File: src/hw/rtl/uart_adc_sync_and_readout_top_assert.svh
// ----------------------------------------------------------------------------
// uart adc sync and readout assertion macros
// Concurrent assertion helpers on clk with asynchronous active-low reset.
// ----------------------------------------------------------------------------
`ifndef UART_ADC_SYNC_AND_READOUT_TOP_ASSERT_SVH
`define UART_ADC_SYNC_AND_READOUT_TOP_ASSERT_SVH

`ifndef SYNTH

// property that holds in the same cycle
`define UASR_ASSERT_NOW(label, expr) \
    label: assert property (@(posedge clk) disable iff (!rst_n) (expr)) \
        else $error("uasr assertion failed");

// consequence that holds in the cycle after the trigger
`define UASR_ASSERT_NEXT(label, trig, expr) \
    label: assert property (@(posedge clk) disable iff (!rst_n) (trig) |=> (expr)) \
        else $error("uasr assertion failed");

`else

`define UASR_ASSERT_NOW(label, expr)
`define UASR_ASSERT_NEXT(label, trig, expr)

`endif

`endif

File: src/hw/rtl/uasr_pkg.sv
// ----------------------------------------------------------------------------
// uasr_pkg
// Types, codes and constants shared by the uart adc sync and readout block.
// ----------------------------------------------------------------------------
package uasr_pkg;

    localparam int unsigned QUEUE_DEPTH = 4;

    localparam logic [7:0]  SYNC_TX_BYTE  = 8'hAA;
    localparam logic [7:0]  SYNC_RX_BYTE  = 8'h55;
    localparam logic [2:0]  ECHO_LIMIT    = 3'd6;
    localparam logic [15:0] TICK_MAX      = 16'hFFFF;
    localparam logic [15:0] RST_TIMEOUT   = 16'd1000;
    localparam logic [15:0] RST_VREF      = 16'd330;

    // request actions
    localparam logic [1:0] ACT_START = 2'd0;
    localparam logic [1:0] ACT_RX    = 2'd1;
    localparam logic [1:0] ACT_TICK  = 2'd2;
    localparam logic [1:0] ACT_READ  = 2'd3;

    // result kinds
    localparam logic [2:0] KIND_TX        = 3'd0;
    localparam logic [2:0] KIND_VOLT      = 3'd1;
    localparam logic [2:0] KIND_SYNC_DONE = 3'd2;
    localparam logic [2:0] KIND_SYNC_TO   = 3'd3;
    localparam logic [2:0] KIND_READ_TO   = 3'd4;
    localparam logic [2:0] KIND_NOT_READY = 3'd5;

    // register indexes
    localparam logic [1:0] REG_COMMAND_BASE = 2'd0;
    localparam logic [1:0] REG_SYNC_TIMEOUT = 2'd1;
    localparam logic [1:0] REG_VREF         = 2'd2;

    typedef enum logic [2:0] {
        PH_IDLE = 3'd0,
        PH_SYNC = 3'd1,
        PH_ECHO = 3'd2,
        PH_HIGH = 3'd3,
        PH_LOW  = 3'd4
    } phase_t;

    typedef struct packed {
        logic [7:0]  command_base;
        logic [15:0] sync_timeout_ticks;
        logic [15:0] vref_hundredths;
    } cfg_t;

    typedef struct packed {
        logic [2:0]  kind;
        logic [7:0]  tx_data;
        logic [15:0] voltage;
        logic        last;
    } result_t;

endpackage

File: src/hw/rtl/uasr_core.sv
// ----------------------------------------------------------------------------
// uasr_core
// Link handshake and channel readout state, one request per cycle while req_accept is high.
// ----------------------------------------------------------------------------
module uasr_core (
    input  logic              clk,
    input  logic              rst_n,
    input  logic              req_accept,
    input  logic [1:0]        action,
    input  logic [1:0]        channel,
    input  logic [7:0]        rx_data,
    input  uasr_pkg::cfg_t    cfg,
    output uasr_pkg::result_t res0,
    output uasr_pkg::result_t res1,
    output logic [1:0]        res_cnt
);
    import uasr_pkg::*;

    phase_t      phase_reg, phase_next;
    logic        link_ready_reg, link_ready_next;
    logic        seen_sync_reg, seen_sync_next;
    logic [2:0]  echo_count_reg, echo_count_next;
    logic [7:0]  expected_echo_reg, expected_echo_next;
    logic [7:0]  high_byte_reg, high_byte_next;
    logic [15:0] tick_count_reg, tick_count_next;

    logic [15:0] tick_inc;
    logic [7:0]  command;
    logic [9:0]  code;
    logic [25:0] product;

    assign tick_inc = (tick_count_reg < TICK_MAX) ? tick_count_reg + 16'd1 : tick_count_reg;
    assign command  = cfg.command_base | {2'b00, channel, 4'b0000};
    assign code     = {high_byte_reg[3:0], rx_data[6:1]};
    assign product  = {16'd0, code} * {10'd0, cfg.vref_hundredths};

    // next state
    always_comb
    begin
        phase_next         = phase_reg;
        link_ready_next    = link_ready_reg;
        seen_sync_next     = seen_sync_reg;
        echo_count_next    = echo_count_reg;
        expected_echo_next = expected_echo_reg;
        high_byte_next     = high_byte_reg;
        tick_count_next    = tick_count_reg;
        if (req_accept)
        begin
            case (action)
                ACT_START:
                begin
                    phase_next      = PH_SYNC;
                    seen_sync_next  = 1'b0;
                    tick_count_next = 16'd0;
                end
                ACT_TICK:
                begin
                    if (phase_reg == PH_SYNC)
                    begin
                        tick_count_next = tick_inc;
                        if (tick_inc >= cfg.sync_timeout_ticks)
                            phase_next = PH_IDLE;
                    end
                end
                ACT_READ:
                begin
                    if (link_ready_reg)
                    begin
                        expected_echo_next = command;
                        echo_count_next    = 3'd0;
                        phase_next         = PH_ECHO;
                    end
                end
                default:
                begin
                    case (phase_reg)
                        PH_SYNC:
                        begin
                            if (rx_data == SYNC_RX_BYTE)
                            begin
                                if (seen_sync_reg)
                                begin
                                    link_ready_next = 1'b1;
                                    phase_next      = PH_IDLE;
                                end
                                else
                                    seen_sync_next = 1'b1;
                            end
                            else
                                seen_sync_next = 1'b0;
                        end
                        PH_ECHO:
                        begin
                            if (echo_count_reg >= ECHO_LIMIT)
                                phase_next = PH_IDLE;
                            else
                            begin
                                echo_count_next = echo_count_reg + 3'd1;
                                if (rx_data == expected_echo_reg)
                                    phase_next = PH_HIGH;
                            end
                        end
                        PH_HIGH:
                        begin
                            high_byte_next = rx_data;
                            phase_next     = PH_LOW;
                        end
                        PH_LOW:
                            phase_next = PH_IDLE;
                        default:
                            phase_next = phase_reg;
                    endcase
                end
            endcase
        end
    end

    // results of this request
    always_comb
    begin
        res0    = '{kind: KIND_TX, tx_data: 8'd0, voltage: 16'd0, last: 1'b1};
        res1    = '{kind: KIND_SYNC_DONE, tx_data: 8'd0, voltage: 16'd0, last: 1'b1};
        res_cnt = 2'd0;
        if (req_accept)
        begin
            case (action)
                ACT_START:
                begin
                    res0.tx_data = SYNC_TX_BYTE;
                    res_cnt      = 2'd1;
                end
                ACT_TICK:
                begin
                    if (phase_reg == PH_SYNC && tick_inc >= cfg.sync_timeout_ticks)
                    begin
                        res0.kind = KIND_SYNC_TO;
                        res_cnt   = 2'd1;
                    end
                end
                ACT_READ:
                begin
                    res_cnt = 2'd1;
                    if (link_ready_reg)
                        res0.tx_data = command;
                    else
                        res0.kind = KIND_NOT_READY;
                end
                default:
                begin
                    case (phase_reg)
                        PH_SYNC:
                        begin
                            res0.tx_data = SYNC_TX_BYTE;
                            if (rx_data == SYNC_RX_BYTE && seen_sync_reg)
                            begin
                                res0.last = 1'b0;
                                res_cnt   = 2'd2;
                            end
                            else
                                res_cnt = 2'd1;
                        end
                        PH_ECHO:
                        begin
                            if (echo_count_reg >= ECHO_LIMIT)
                            begin
                                res0.kind = KIND_READ_TO;
                                res_cnt   = 2'd1;
                            end
                        end
                        PH_LOW:
                        begin
                            res0.kind    = KIND_VOLT;
                            res0.voltage = product[25:10];
                            res_cnt      = 2'd1;
                        end
                        default:
                            res_cnt = 2'd0;
                    endcase
                end
            endcase
        end
    end

    always_ff @(posedge clk or negedge rst_n)
    begin
        if (!rst_n)
        begin
            phase_reg         <= PH_IDLE;
            link_ready_reg    <= 1'b0;
            seen_sync_reg     <= 1'b0;
            echo_count_reg    <= 3'd0;
            expected_echo_reg <= 8'd0;
            high_byte_reg     <= 8'd0;
            tick_count_reg    <= 16'd0;
        end
        else
        begin
            phase_reg         <= phase_next;
            link_ready_reg    <= link_ready_next;
            seen_sync_reg     <= seen_sync_next;
            echo_count_reg    <= echo_count_next;
            expected_echo_reg <= expected_echo_next;
            high_byte_reg     <= high_byte_next;
            tick_count_reg    <= tick_count_next;
        end
    end

`include "uart_adc_sync_and_readout_top_assert.svh"

    // once up, the link stays up
    `UASR_ASSERT_NOW(a_link_kept, !$fell(link_ready_reg))
    // a pair of results only ever closes the handshake
    `UASR_ASSERT_NEXT(a_pair_done, res_cnt == 2'd2, link_ready_reg && phase_reg == PH_IDLE)
    // the echo wait never counts past its limit
    `UASR_ASSERT_NOW(a_echo_bound, echo_count_reg <= ECHO_LIMIT)

endmodule

File: src/hw/rtl/uasr_queue.sv
// ----------------------------------------------------------------------------
// uasr_queue
// Result queue that takes up to two results per cycle and hands out one.
// ----------------------------------------------------------------------------
module uasr_queue #(
    parameter int unsigned DEPTH = uasr_pkg::QUEUE_DEPTH
) (
    input  logic              clk,
    input  logic              rst_n,
    input  logic [1:0]        push_cnt,
    input  uasr_pkg::result_t push0,
    input  uasr_pkg::result_t push1,
    output logic              room,
    output logic              head_valid,
    output uasr_pkg::result_t head,
    input  logic              pop
);
    import uasr_pkg::*;

    localparam int unsigned PTR_W = (DEPTH > 1) ? $clog2(DEPTH) : 1;
    localparam int unsigned CNT_W = $clog2(DEPTH + 1);
    localparam logic [PTR_W-1:0] LAST_PTR = PTR_W'(DEPTH - 1);
    localparam logic [CNT_W-1:0] ROOM_MAX = CNT_W'(DEPTH - 2);

    result_t          mem_reg [DEPTH];
    logic [PTR_W-1:0] wr_ptr_reg, wr_ptr_next;
    logic [PTR_W-1:0] rd_ptr_reg, rd_ptr_next;
    logic [CNT_W-1:0] count_reg, count_next;
    logic [PTR_W-1:0] wr_ptr_inc;
    logic [PTR_W-1:0] wr_ptr_inc2;
    logic             do_pop;

    function automatic logic [PTR_W-1:0] ptr_step(input logic [PTR_W-1:0] p);
        logic [PTR_W-1:0] r;
        r = (p == LAST_PTR) ? '0 : p + PTR_W'(1);
        return r;
    endfunction

    assign wr_ptr_inc  = ptr_step(wr_ptr_reg);
    assign wr_ptr_inc2 = ptr_step(wr_ptr_inc);
    assign do_pop      = pop && (count_reg != '0);
    assign room        = (count_reg <= ROOM_MAX);
    assign head_valid  = (count_reg != '0);
    assign head        = mem_reg[rd_ptr_reg];

    always_comb
    begin
        case (push_cnt)
            2'd1:    wr_ptr_next = wr_ptr_inc;
            2'd2:    wr_ptr_next = wr_ptr_inc2;
            default: wr_ptr_next = wr_ptr_reg;
        endcase
        rd_ptr_next = do_pop ? ptr_step(rd_ptr_reg) : rd_ptr_reg;
        count_next  = count_reg + CNT_W'(push_cnt) - CNT_W'(do_pop);
    end

    always_ff @(posedge clk or negedge rst_n)
    begin
        if (!rst_n)
        begin
            wr_ptr_reg <= '0;
            rd_ptr_reg <= '0;
            count_reg  <= '0;
        end
        else
        begin
            wr_ptr_reg <= wr_ptr_next;
            rd_ptr_reg <= rd_ptr_next;
            count_reg  <= count_next;
        end
    end

    always_ff @(posedge clk)
    begin
        if (push_cnt != 2'd0)
            mem_reg[wr_ptr_reg] <= push0;
        if (push_cnt == 2'd2)
            mem_reg[wr_ptr_inc] <= push1;
    end

`include "uart_adc_sync_and_readout_top_assert.svh"

    `UASR_ASSERT_NOW(a_cnt_bound, count_reg <= CNT_W'(DEPTH))
    // pushes only land while there is room for a pair
    `UASR_ASSERT_NOW(a_push_room, push_cnt == 2'd0 || room)
    `UASR_ASSERT_NEXT(a_pair_count, push_cnt == 2'd2 && !do_pop,
                      count_reg == $past(count_reg) + CNT_W'(2))

endmodule

File: src/hw/rtl/uart_adc_sync_and_readout_top.sv
// ----------------------------------------------------------------------------
// uart_adc_sync_and_readout_top
// Host-side link handshake and channel readout for a serial-linked converter.
// ----------------------------------------------------------------------------
// One request is taken every cycle: its state update, the 10 x 16 voltage
// multiply and the result write all happen in the accepting cycle, and the
// results wait in a queue (QUEUE_DEPTH deep, four by default) until taken on
// the master side. A byte that closes the handshake gives two results, every
// other request gives at most one; s_tready is high while the queue has room
// for two results, so the output side paces the block at one result a cycle.
module uart_adc_sync_and_readout_top #(
    parameter int unsigned QUEUE_DEPTH = uasr_pkg::QUEUE_DEPTH
) (
    input  logic        clk,
    input  logic        rst_n,
    // request stream
    input  logic        s_tvalid,
    output logic        s_tready,
    input  logic [15:0] s_tdata,   // channel[1:0], rx_data[9:2], zero fill
    input  logic [1:0]  s_tuser,   // action[1:0]
    // result stream
    output logic        m_tvalid,
    input  logic        m_tready,
    output logic [23:0] m_tdata,   // tx_data[7:0], voltage[23:8]
    output logic [2:0]  m_tuser,   // kind[2:0]
    output logic        m_tlast,
    // configuration
    input  logic        psel,
    input  logic        penable,
    input  logic        pwrite,
    input  logic [3:0]  paddr,
    input  logic [31:0] pwdata,
    output logic [31:0] prdata,
    output logic        pready
);
    import uasr_pkg::*;

    cfg_t        cfg_reg;
    logic        cfg_write;
    logic [1:0]  reg_index;
    logic        req_accept;
    result_t     res0;
    result_t     res1;
    logic [1:0]  res_cnt;
    logic        room;
    result_t     head;

    assign pready     = 1'b1;
    assign reg_index  = paddr[3:2];
    assign cfg_write  = psel && penable && pwrite && pready;
    assign req_accept = s_tvalid && s_tready;
    assign s_tready   = room;

    always_ff @(posedge clk or negedge rst_n)
    begin
        if (!rst_n)
        begin
            cfg_reg.command_base       <= 8'd0;
            cfg_reg.sync_timeout_ticks <= RST_TIMEOUT;
            cfg_reg.vref_hundredths    <= RST_VREF;
        end
        else if (cfg_write)
        begin
            case (reg_index)
                REG_COMMAND_BASE: cfg_reg.command_base       <= pwdata[7:0];
                REG_SYNC_TIMEOUT: cfg_reg.sync_timeout_ticks <= pwdata[15:0];
                REG_VREF:         cfg_reg.vref_hundredths    <= pwdata[15:0];
                default:          cfg_reg                    <= cfg_reg;
            endcase
        end
    end

    always_comb
    begin
        case (reg_index)
            REG_COMMAND_BASE: prdata = {24'd0, cfg_reg.command_base};
            REG_SYNC_TIMEOUT: prdata = {16'd0, cfg_reg.sync_timeout_ticks};
            REG_VREF:         prdata = {16'd0, cfg_reg.vref_hundredths};
            default:          prdata = 32'd0;
        endcase
    end

    uasr_core u_core (
        .clk        (clk),
        .rst_n      (rst_n),
        .req_accept (req_accept),
        .action     (s_tuser),
        .channel    (s_tdata[1:0]),
        .rx_data    (s_tdata[9:2]),
        .cfg        (cfg_reg),
        .res0       (res0),
        .res1       (res1),
        .res_cnt    (res_cnt)
    );

    uasr_queue #(
        .DEPTH (QUEUE_DEPTH)
    ) u_queue (
        .clk        (clk),
        .rst_n      (rst_n),
        .push_cnt   (res_cnt),
        .push0      (res0),
        .push1      (res1),
        .room       (room),
        .head_valid (m_tvalid),
        .head       (head),
        .pop        (m_tready)
    );

    assign m_tdata = {head.voltage, head.tx_data};
    assign m_tuser = head.kind;
    assign m_tlast = head.last;

endmodule
File: config.mk
export PLATFORM = sky130hd
export DESIGN_NAME = uart_adc_sync_and_readout_top
export DESIGN_NICKNAME = d
export VERILOG_FILES = /design/src/hw/rtl/uasr_pkg.sv /design/src/hw/rtl/uasr_core.sv /design/src/hw/rtl/uasr_queue.sv /design/src/hw/rtl/uart_adc_sync_and_readout_top.sv
export VERILOG_INCLUDE_DIRS = /design/src /design/src/hw/rtl
export SDC_FILE = /design/constraint.sdc
export NUM_CORES = 1
export LEC_CHECK = 0
export ABC_AREA = 1
export BUFFER_PORTS_ARGS = -buffer_cell sky130_fd_sc_hd__buf_2
export CAP_MARGIN = 40
export CORE_ASPECT_RATIO = 1.4
export CORE_MARGIN = 2
export CORE_UTILIZATION = 30
export DETAILED_ROUTE_END_ITERATION = 8
export HOLD_SLACK_MARGIN = 0.06
export PLACE_DENSITY = 0.48
export SLEW_MARGIN = 20
export SYNTH_ARGS = -nofsm -noshare
export SYNTH_HDL_FRONTEND = slang
export SYNTH_SLANG_ARGS = --single-unit
File: constraint.sdc
create_clock -name clk -period 12.2 [get_ports clk]
set_clock_uncertainty 0.2 [all_clocks]
set_input_delay 2.44 -clock clk [delete_from_list [all_inputs] [get_ports clk]]
set_output_delay 2.44 -clock clk [all_outputs]
set_load 0.01 [all_outputs]
# Yosys cells after proc, flatten, opt, wreduce, memory -nomap -nowiden
# Memory sizes are Yosys's and may differ from the RTL's.
# Index checks and enable logic that the tools add are counted.
# Widths: inputs -> output; s select.
# totals
mem_bits_rw	112
register_bits	83
elab_cells	128
mem_count	1
in_bits	61
out_inout_bits	63
# op_classes
reduce_logical	29
n_eq_ne	22
add_sub_neg	7
n_lt_le_gt_ge	4
bitwise	4
multipliers	1
n_mux	47
# mem_list
memory	depth	word_bits	read_ports	rd_ports_with_merged_regs	wr	line_no	text
u_queue.mem_reg	4	28	1	0	2	uasr_queue.sv:25	result_t mem_reg [DEPTH];
# op_table
op	n
$mux 16	3
$pmux 16 s3	1
$mux 3	12
$pmux 16 s2	1
$mux 28	1
$mul 10x16->26	1
$pmux 8 s3	1
$pmux 3 s3	2
$mux 17	1
$add 16x1->16 const B	1
$ge 16x16->1	1
$lt 16x16->1 const B	1
$mux 8	2
$eq 2x2->1 const B	7
$mux 2	6
$pmux 3 s2	2
$pmux 3 s4	1
$reduce_and 3->1	4
$mux 1	10
$ne 5x4->1 const B	2
$reduce_and 5->1	2
$reduce_bool 2->1	5
$eq 8x7->1 const B	1
$eq 8x8->1	1
26 further kinds	45

# Logic depth before layout (Yosys ltp)
# Gate-level depths: netlist of run 1.
# logic_depth
word_depth	10
mapped_depth	28
depth_no_buf	27

# Cells and area by module
# A second synthesis of run 1 with hierarchy kept.
# unflattened
hier_cells	2149
area_unflattened_um2	16804.9
# by_module_without_submodules
module	n_inst	seq_area_each_um2	cells_per_inst	area_per_inst_um2
uasr_core	1	900.9	1241	8513.2
uasr_queue	1	3538.4	647	6160.9
uart_adc_sync_and_readout_top	1	1013.5	261	2130.8

# Worst setup path after synthesis of run 1
# Ideal clock, no wire load.
# synth_path
kind	input port to flip-flop
from	input s_tdata[6]
to	memory u_queue.mem_reg[2][7] (netlist bit)
path_stages	23
path_slack_ns	4.998
arrival_ns	6.873
required_ns	11.872
setup_time_ns	0.128
cell_sequence	buf_2 -> buf_1 -> nand2_1 -> fa_1 -> inv_1 -> fa_1 -> inv_1 -> fa_1 -> inv_1 -> fa_1 -> inv_1 -> fa_1 -> inv_1 -> ha_1 -> nand2_1 -> inv_1 -> nand2_1 -> nor2_1 -> nand2_1 -> nand3_1 -> or2_2 -> nand3_2 -> a21oi_1
# synth_lines
element	line_no	text
from (decl)	uart_adc_sync_and_readout_top.sv:19	input logic [15:0] s_tdata,
to (decl)	uasr_queue.sv:25	

==> run metrics, run 1 <==
status complete, no violations; vias in the first global route 13097; total gr overflow 0; Hold Buf Count CTS 0; clock-pin slew on the worst setup and hold paths 0.10 ns; post-CTS sizing 0; fraction of layout instances using a drive strength above 1 0.0984; most frequent cells in the layout nand2_1, inv_1, o21ai_0, a21oi_1, nor2_1; Post-Synth Simple-Gate Area 0.190; Cell Pwr Density 217 nW/um^2; Clock Tree Root clkbuf_16; XOR/XNOR share of the synthesized area 0.0131; Total Routing Usage GR 0.168; critical path startpoint category input pin; Critical R2R Capture u_queue.mem_reg[3][6]; Post-route DRC 0; Synth async-reset ratio 0.426; worst slew pin tran 0.753 ns; fin crit period 7.32 ns; Setup Fix Bufs, Post-CTS 0; max-slew violations 0; setup TNS 0 ns; Clock Latency Late Sink 0.46 ns; Max-cap violations 0; setup ws final 4.88 ns; Mapped Cells 2021; clock net sink count 195; final setup fails 0; most common cell after layout, fill and taps aside nand2_1; critical path's largest stage delay 0.57 ns; reg2reg start u_core.high_byte_reg[1]; largest family of logic cells by synthesized area adder cells; Post-synth EDFFs 0; Leakage 8.58 nW; largest net degree at the start of global routing 59; Syn Area/Cell 7.49 um^2; flip-flop and latch count after synthesis 195; pre-CTS setup slack 4.40 ns; top-area cell type share of the netlist area 0.148; Initial Utilization 0.303; worst hold stages 2; fill count 5435; DIE AREA 52300 um^2; largest area contributor in the netlist dfxtp_1; initial antenna violation count 2; FF-to-FF setup slack 6.54 ns; most used cell, CP fa_1; Nets 2306; Die Span X 194 um; Seq. cell area 4330 um^2; sequential area share after synthesis 0.286; max frequency 137 MHz; htree depth 4; Iteration-0 DRC Markers 639; Synth Area in Adders 0.225; Post-DP HPWL 32500 um; Cell Area, Synth 15100 um^2; Synth-to-Final Area Change 10.5%; period utilization 0.600; YS warnings 0; area of the multi-input gates 9080 um^2; WS Path Type in2reg; Worst VDD drop 0.168 mV; max reg flops 112; max_slew headroom 0.498; Synth area leaders dfxtp_1, fa_1, dfrtp_1; Worst Hold Class reg2reg; Final Instance Area 16700 um^2; Hold Startpoint u_queue.mem_reg[2][0]; Synth Area in Compound Gates 0.163; CP max FO 19; Post-DRT Antenna Nets 0; port buffer count 82; Clock Path Buffers 2; WHS Endpoint u_queue.mem_reg[2][0]; Crit path arrival time 7.52 ns; CTS tree done; wire per inst 16.1 um; Die Span Y 270 um; Final GP Congestion 0.842; drt pass-1 iters 5; via count 12807; first-pass GRT wire length 70000 um; RSZ-0062 raised after global routing false; CP required 12.40 ns; Detailed Route WL 43500 um; crit end category register; post-synthesis mux area share 0.00372; # rows 97; TritonCTS buffer count 17; hold violation total from the final report 0; critical path's slowest cell fa_1; most used flip-flop cell after synthesis dfxtp_1; io pins 124; r2r worst-path depth 19; CP cell instances buf_2, nand2_1, fa_1, inv_1, fa_1, fa_1, fa_1, inv_1, fa_1, inv_1, ha_1, nand2_1, nor2_1, inv_1, a21oi_1, nor2_1, nand2_1, or2_1, nand3_1, a21oi_1; DP Area 16100 um^2; library cells used by synthesis 54; Vias/cell 4.75; Core Area 50000 um^2
-- cells in the mapped netlist (20+ instances only) --
cell type / n
nand3_1: 37
o22ai_1: 35
a21oi_1: 148
buf_4: 20
clkbuf_1: 82
dfrtp_1: 73
dfxtp_1: 112
nand2_1: 433
ha_1: 96
o21ai_0: 240
fa_1: 110
nor2_1: 124
inv_1: 328
-- layout make-up --
class                      count  share of cell area
antenna                        1            0.000150
clock buffer                  17              0.0254
clock inverter                15              0.0140
inverter                     339              0.0761
multi-input combinational   1388               0.543
sequential                   195               0.259
tap                          643              0.0481
timing repair buffer          98              0.0348
-- worst max-delay path by stage --
| stage | end | from | cells after the start | slack (ns) |
|---|---|---|---|---|
| after global routing | u_queue.mem_reg[0][6] | s_tdata[6] | 20 | 4.61 |
| after CTS | u_queue.mem_reg[3][6] | s_tdata[6] | 20 | 4.91 |
| after floorplan | u_queue.mem_reg[2][7] | s_tdata[6] | 23 | 5.00 |
| after detailed placement | u_queue.mem_reg[3][6] | s_tdata[6] | 20 | 4.40 |
| final | u_queue.mem_reg[3][6] | s_tdata[6] | 20 | 4.88 |
| after global placement | u_queue.mem_reg[0][6] | s_tdata[6] | 20 | 4.45 |
-- metrics by stage --
step / total power, mW / util / hold WS, ns / instances
global route: 4.00 / 0.335 / 0.310 / 2696
floorplan: 2.44 / - / 0.235 / 2036
finish: 3.63 / 0.335 / 0.286 / 2696
global placement: 3.00 / 0.319 / 0.257 / 2656
detailed placement: 3.04 / 0.321 / 0.262 / 2663
CTS: 3.69 / 0.335 / 0.285 / 2695
-- power breakdown --
group          internal [mW]  total [mW]  switching (mW)
combinational          0.702        1.90            1.19
clock                  0.297       0.627           0.329
sequential             0.906        1.11           0.203
-- kinds of logic (layout without fill, tap and decap cells) --
family / after synthesis / count (layout)
AND/OR/NAND/NOR: 673 / 673
adder cells (fa/ha/maj): 206 / 206
buffers and inverters: 453 / 469
other: 2 / 18
XOR/XNOR: 20 / 20
multiplexers: 5 / 5
flip-flops: 195 / 195
AO/OA/AOI/OAI: 467 / 467
-- worst max-delay path, delay by kind of cell --
family,cells,cell delay (ns)
buffers and inverters,5,0.64
adder cells (fa/ha/maj),6,3.03
AND/OR/NAND/NOR,7,0.97
AO/OA/AOI/OAI,2,0.41
-- layer usage --
| metal | part of all wire | GRT usage | vias up |
|---|---|---|---|
| met1 | 0.43 | 0.203 | 6094 |
| met3 | 0.031 | 0.0215 | 58 |
| met2 | 0.51 | 0.308 | 246 |
| met4 | 0.026 | 0.0566 | 2 |
| met5 | 0.00016 | 0 | - |
| li1 | - | - | 6407 |
Power figures use the tool's default switching activity.
==> run 2: changes to the inputs <==
ABC_AREA = 0   (was 1)
clock period = 7.2 ns   (was 12.2 ns; I/O delays follow)
==> run metrics, run 2 <==
status complete, no violations (unchanged); library cells used by synthesis 78 (was 54); Post-DP HPWL 31400 um (was 32500 um); vias in the first global route 11624 (was 13097); Die Span Y 267 um (was 270 um); CP required 7.33 ns (was 12.40 ns); htree depth 4 (unchanged); post-layout util 0.337 (was 0.335); XOR/XNOR share of the synthesized area 0.0219 (was 0.0131); clock-pin slew on the worst setup and hold paths 0.07 ns (was 0.10 ns); Synth async-reset ratio 0.426 (unchanged); Psw 2.78 mW (was 1.73 mW); setup TNS 0 ns (unchanged); Initial Utilization 0.303 (about the same); CTS tree done (unchanged); YS warnings 0 (unchanged); total gr overflow 0 (unchanged); Vias/cell 4.90 (was 4.75); Post-route DRC 0 (unchanged); CP max FO 12 (was 19); largest net degree at the start of global routing 54 (was 59); Setup Fix Bufs, Post-CTS 0 (unchanged); Comb pwr share 0.579 (was 0.522); Synth area leaders dfxtp_1, fa_1, dfrtp_1 (unchanged); critical path startpoint category input pin (unchanged); via count 11245 (was 12807); sequential area share after synthesis 0.292 (was 0.286); max-slew violations 0 (unchanged); clock net sink count 195 (unchanged); wire per inst 17.9 um (was 16.1 um); Iteration-0 DRC Markers 497 (was 639); io pins 124 (unchanged); period utilization 0.898; top-count cell post-synth nand2_1 (unchanged); Hold Buf Count CTS 0 (unchanged); crit end category register (unchanged); Worst VDD drop 0.236 mV (was 0.168 mV); Mapped Cells 1601 (was 2021); Post-Synth Simple-Gate Area 0.163 (was 0.190); Seq pwr share 0.258 (was 0.305); post-CTS sizing 0 (unchanged); most common cell after layout, fill and taps aside nand2_1 (unchanged); Total Routing Usage GR 0.166 (was 0.168); Synth Area in Adders 0.229 (was 0.225); Core Area 48900 um^2 (was 50000 um^2); DIE AREA 51300 um^2 (was 52300 um^2); port buffer count 82 (unchanged); Post-synth top cells nand2_1, inv_1, dfxtp_1 (was nand2_1, inv_1, o21ai_0); Detailed Route WL 41000 um (was 43500 um); Final GP Congestion 0.819 (was 0.842); Post-DRT Antenna Nets 0 (unchanged); Seq. cell area 4330 um^2 (about the same); Cell Pwr Density 354 nW/um^2 (was 217 nW/um^2); most frequent cells in the layout nand2_1, inv_1, dfxtp_1, fa_1, a21oi_1 (was nand2_1, inv_1, o21ai_0, a21oi_1, nor2_1); max frequency 155 MHz; most used flip-flop cell after synthesis dfxtp_1 (unchanged); fin crit period 6.47 ns; Synth Area in Compound Gates 0.141 (was 0.163); worst slew pin tran 0.844 ns (was 0.753 ns); clock share of power 0.163 (was 0.172); largest area contributor in the netlist dfxtp_1 (unchanged); hold violation total from the final report 0 (unchanged); top-area cell type share of the netlist area 0.151 (was 0.148); fraction of layout instances using a drive strength above 1 0.155 (was 0.0984); Leakage 7.57 nW (was 8.58 nW); Syn Area/Cell 9.26 um^2 (was 7.49 um^2); Clock Tree Root clkbuf_16 (unchanged); flip-flop and latch count after synthesis 195 (unchanged); Synth-to-Final Area Change 11.2% (was 10.5%); reg2reg start u_core.high_byte_reg[2] (was u_core.high_byte_reg[1]); first-pass GRT wire length 65500 um (was 70000 um); Post-synth EDFFs 0 (unchanged); Worst setup startpoint s_tdata[6] (unchanged); antenna cells 0 (was 1); Cell Area, Synth 14800 um^2 (was 15100 um^2); # rows 96 (was 97); sw frac 0.477 (was 0.475); Max-cap violations 0 (unchanged); area of the multi-input gates 9510 um^2 (was 9080 um^2); max_slew headroom 0.437 (was 0.498); Nets 1913 (was 2306); drt pass-1 iters 5 (unchanged); Clock Latency Late Sink 0.46 ns (about the same); Clock Path Buffers 2 (unchanged); TritonCTS buffer count 17 (unchanged); max reg flops 112 (unchanged); Die Span X 192 um (was 194 um); Hold Startpoint u_queue.mem_reg[0][6] (was u_queue.mem_reg[2][0]); final setup fails 0 (unchanged); largest family of logic cells by synthesized area adder cells (unchanged); Crit path arrival time 6.59 ns (was 7.52 ns); internal power 3.05 mW (was 1.91 mW); post-synthesis mux area share 0.0806 (was 0.00372); WS Path Type in2reg (unchanged); fill count 5034 (was 5435); RSZ-0062 raised after global routing false (unchanged); Worst Hold Class reg2reg (unchanged); initial antenna violation count 1 (was 2)
-- run 2: cell count changes after synthesis, moves of 13 or more --
cell,before,now
a21oi_1,148,100
a22o_1,0,46
o22ai_1,35,1
o21ai_0,240,99
clkbuf_1,82,66
nand2_1,433,250
and2_1,0,80
mux4_2,0,28
nand3_1,37,24
mux2_2,5,43
nor2_1,124,60
inv_1,328,156
-- run 2: worst max-delay path, stage by stage --
cell      delay [ns]
buf_2           0.28
buf_4           0.19
nand2_1         0.07
fa_1            0.54
inv_1           0.05
fa_1            0.45
ha_1            0.33
fa_1            0.54
inv_1           0.05
fa_1            0.52
inv_1           0.04
ha_1            0.34
a211oi_1        0.26
o211ai_1        0.18
a221oi_2        0.40
nand2_1         0.16
and2_4          0.18
a311oi_2        0.43
a21oi_1         0.13
-- run 2: layout make-up --
type	instances	area share
multi-input cells	1161	0.577
flip-flops and latches	195	0.263
well taps	637	0.0483
repair buffers	115	0.0426
inverters	156	0.0355
clock buffers	24	0.0319
clock inverters	5	0.00212
-- run 2: power by group through the flow --
stage / Combinational [mW] / Clock [mW] / Sequential, mW
2_1_floorplan: 2.54 / 0 / 1.37
3_3_place_gp: 3.32 / 0 / 1.55
3_5_place_dp: 3.38 / 0 / 1.53
4_1_cts: 3.41 / 0.976 / 1.51
5_1_grt: 3.82 / 1.01 / 1.54
6_report: 3.38 / 0.949 / 1.51
-- run 2: cell families (layout without fill, tap and decap cells) --
logic type,Yosys count,after routing
AOI/OAI and AO/OA,324,324
xor gates and xnor gates,37,37
adders and majority gates,206,206
buffers and inverters,260,300
DFF,195,195
muxes,79,79
other,2,17
and+or+nand+nor,498,498
-- run 2: layer usage --
metal,vias up,wire length [um],part of all wire,global-route usage
li1,5434,-,-,-
met1,5607,17900,0.44,0.204
met2,168,21200,0.52,0.298
met3,36,1310,0.032,0.0248
met4,0,658,0.016,0.0478
met5,-,0,0,0
-- run 2: final timing paths --
check | to | slack, ns | depth (start not counted)
max | u_queue.mem_reg[1][14] | 0.73 | 19
min | u_queue.mem_reg[0][6] | 0.25 | 2
min reg2reg | u_queue.mem_reg[0][6] | 0.25 | 2
max reg2reg | u_queue.mem_reg[1][11] | 1.24 | 16
max in group asynchronous | cfg_reg[16] | 4.99 | 2
min in group asynchronous | u_queue.rd_ptr_reg[0] | 0.72 | 1
-- run 2: metrics by stage --
step / cells / instance area, um^2 / worst slack, ns / power (mW) / hold slack [ns]
6_report: 2293 / 16500 / 0.734 / 5.83 / 0.253
3_3_place_gp: 2256 / 15800 / 0.288 / 4.87 / 0.233
4_1_cts: 2292 / 16500 / 0.716 / 5.89 / 0.256
3_5_place_dp: 2263 / 15900 / 0.223 / 4.92 / 0.242
2_1_floorplan: 1616 / 14900 / 0.594 / 3.91 / 0.220
5_1_grt: 2293 / 16500 / 0.371 / 6.37 / 0.270
==> run 3: changes to the inputs <==
RECOVER_POWER = 25   (was unset)
==> run metrics, run 3 (synthesis gave the netlist of run 2 again) <==
Max-cap violations 2 (was 0); CP required 7.32 ns (was 7.33 ns); Leakage 7.56 nW (was 7.57 nW); Synth-to-Final Area Change 11.1% (was 11.2%); Detailed Route WL 41000 um (about the same); Die Span Y 267 um (unchanged); CP max FO 12 (unchanged); first-pass GRT wire length 65500 um (unchanged); Final Instance Area 16500 um^2 (about the same); Initial Utilization 0.303 (unchanged); most common cell after layout, fill and taps aside nand2_1 (unchanged); Cell Pwr Density 354 nW/um^2 (about the same); worst hold stages 2 (unchanged); io pins 124 (unchanged); Nets 1913 (unchanged); Post-route DRC 0 (unchanged); max_slew headroom -1.02 (was 0.437); FF-to-FF setup slack 1.26 ns (was 1.24 ns); period utilization 0.897 (was 0.898); critical path startpoint category input pin (unchanged); overall power 5.83 mW (about the same); Post-DP HPWL 31400 um (unchanged); worst slew pin tran 3.04 ns (was 0.844 ns); r2r worst-path depth 16 (unchanged); max frequency 155 MHz (about the same); DP Area 15900 um^2 (unchanged); Worst VDD drop 0.235 mV (was 0.236 mV); TritonCTS buffer count 17 (unchanged); Clock Path Buffers 2 (unchanged); Total Routing Usage GR 0.166 (unchanged); drt pass-1 iters 4 (was 5); Clock Latency Late Sink 0.46 ns (about the same); post-CTS sizing 0 (unchanged); Final GP Congestion 0.819 (unchanged); Die Span X 192 um (unchanged); # placed instances 2263 (unchanged); most frequent cells in the layout nand2_1, inv_1, dfxtp_1, fa_1, a21oi_1 (unchanged); failing checks max-capacitance violations, max-slew violations; Post-DRT Antenna Nets 0 (unchanged); WHS Endpoint u_queue.mem_reg[0][6] (unchanged); Clock Tree Root clkbuf_16 (unchanged); clock-pin slew on the worst setup and hold paths 0.07 ns (about the same); antenna cells 0 (unchanged); final setup fails 0 (unchanged); WS Path Type in2reg (unchanged); # rows 96 (unchanged); setup TNS 0 ns (unchanged); via count 11262 (was 11245); RSZ-0062 raised after global routing false (unchanged); max reg flops 112 (unchanged); crit end category register (unchanged); CTS tree done (unchanged); reg2reg start u_core.high_byte_reg[2] (unchanged); max-slew violations 86 (was 0); Hold Buf Count CTS 0 (unchanged); Vias/cell 4.91 (was 4.90); Setup Fix Bufs, Post-CTS 0 (unchanged); Iteration-0 DRC Markers 474 (was 497); DIE AREA 51300 um^2 (unchanged); port buffer count 82 (unchanged); clock net sink count 195 (unchanged); wire per inst 17.9 um (about the same); fraction of layout instances using a drive strength above 1 0.152 (was 0.155); status complete, but fails checks (was complete, no violations); htree depth 4 (unchanged); Crit path arrival time 6.59 ns (about the same); Core Area 48900 um^2 (unchanged); Critical R2R Capture u_queue.mem_reg[1][11] (unchanged); initial antenna violation count 1 (unchanged); hold violation total from the final report 0 (unchanged); Non-Filler Instances 2293 (unchanged); total gr overflow 0 (unchanged); fin crit period 6.46 ns (was 6.47 ns); vias in the first global route 11624 (unchanged); largest net degree at the start of global routing 54 (unchanged); Hold Startpoint u_queue.mem_reg[0][6] (unchanged); Worst Hold Class reg2reg (unchanged)
-- run 3: worst max path at each step --
stage,from,end,depth (start not counted)
after floorplan,s_tdata[6],u_queue.mem_reg[0][13],21
after global placement,s_tdata[6],u_queue.mem_reg[2][14],19
after detailed placement,s_tdata[7],u_queue.mem_reg[1][11],17
after CTS,s_tdata[7],u_queue.mem_reg[1][11],17
after global routing,s_tdata[7],u_queue.mem_reg[1][11],17
final,s_tdata[6],u_queue.mem_reg[1][14],19
-- run 3: per-stage QoR --
stage / setup WS, ns / hold slack [ns] / utilization
6_report: 0.739 / 0.252 / 0.337
5_1_grt: 0.371 / 0.270 / 0.337
4_1_cts: 0.716 / 0.256 / 0.337
3_5_place_dp: 0.223 / 0.242 / 0.326
3_3_place_gp: 0.288 / 0.233 / 0.324
2_1_floorplan: 0.594 / 0.220 / -
-- run 3: final cells by class --
cell class,count,area [um^2]
Multi-Input combinational cell,1161,9500
Tap cell,637,797
Sequential cell,195,4330
Clock inverter,5,35.0
Fill cell,5036,32400
Clock buffer,24,526
Inverter,156,586
Timing Repair Buffer,115,692
-- run 3: routing by layer --
layer,GRT usage,vias up,wire length (um)
met5,0,-,0
met4,0.0478,0,668
met3,0.0248,36,1260
met2,0.298,180,21200
met1,0.204,5608,17900
li1,-,5438,-
-- run 3: critical path, stage by stage --
cell	delay, ns
buf_2	0.27
buf_4	0.19
nand2_1	0.07
fa_1	0.54
inv_1	0.05
fa_1	0.45
ha_1	0.33
fa_1	0.54
inv_1	0.05
fa_1	0.52
inv_1	0.04
ha_1	0.34
a211oi_1	0.26
o211ai_1	0.18
a221oi_2	0.40
nand2_1	0.16
and2_4	0.18
a311oi_2	0.43
a21oi_1	0.13
-- run 3: power breakdown --
part / internal (mW) / leakage [nW] / switching (mW) / total [mW]
Clock: 0.510 / 0.279 / 0.438 / 0.948
Sequential: 1.26 / 1.95 / 0.245 / 1.51
Combinational: 1.27 / 5.33 / 2.10 / 3.38
Total: 3.05 / 7.56 / 2.79 / 5.83
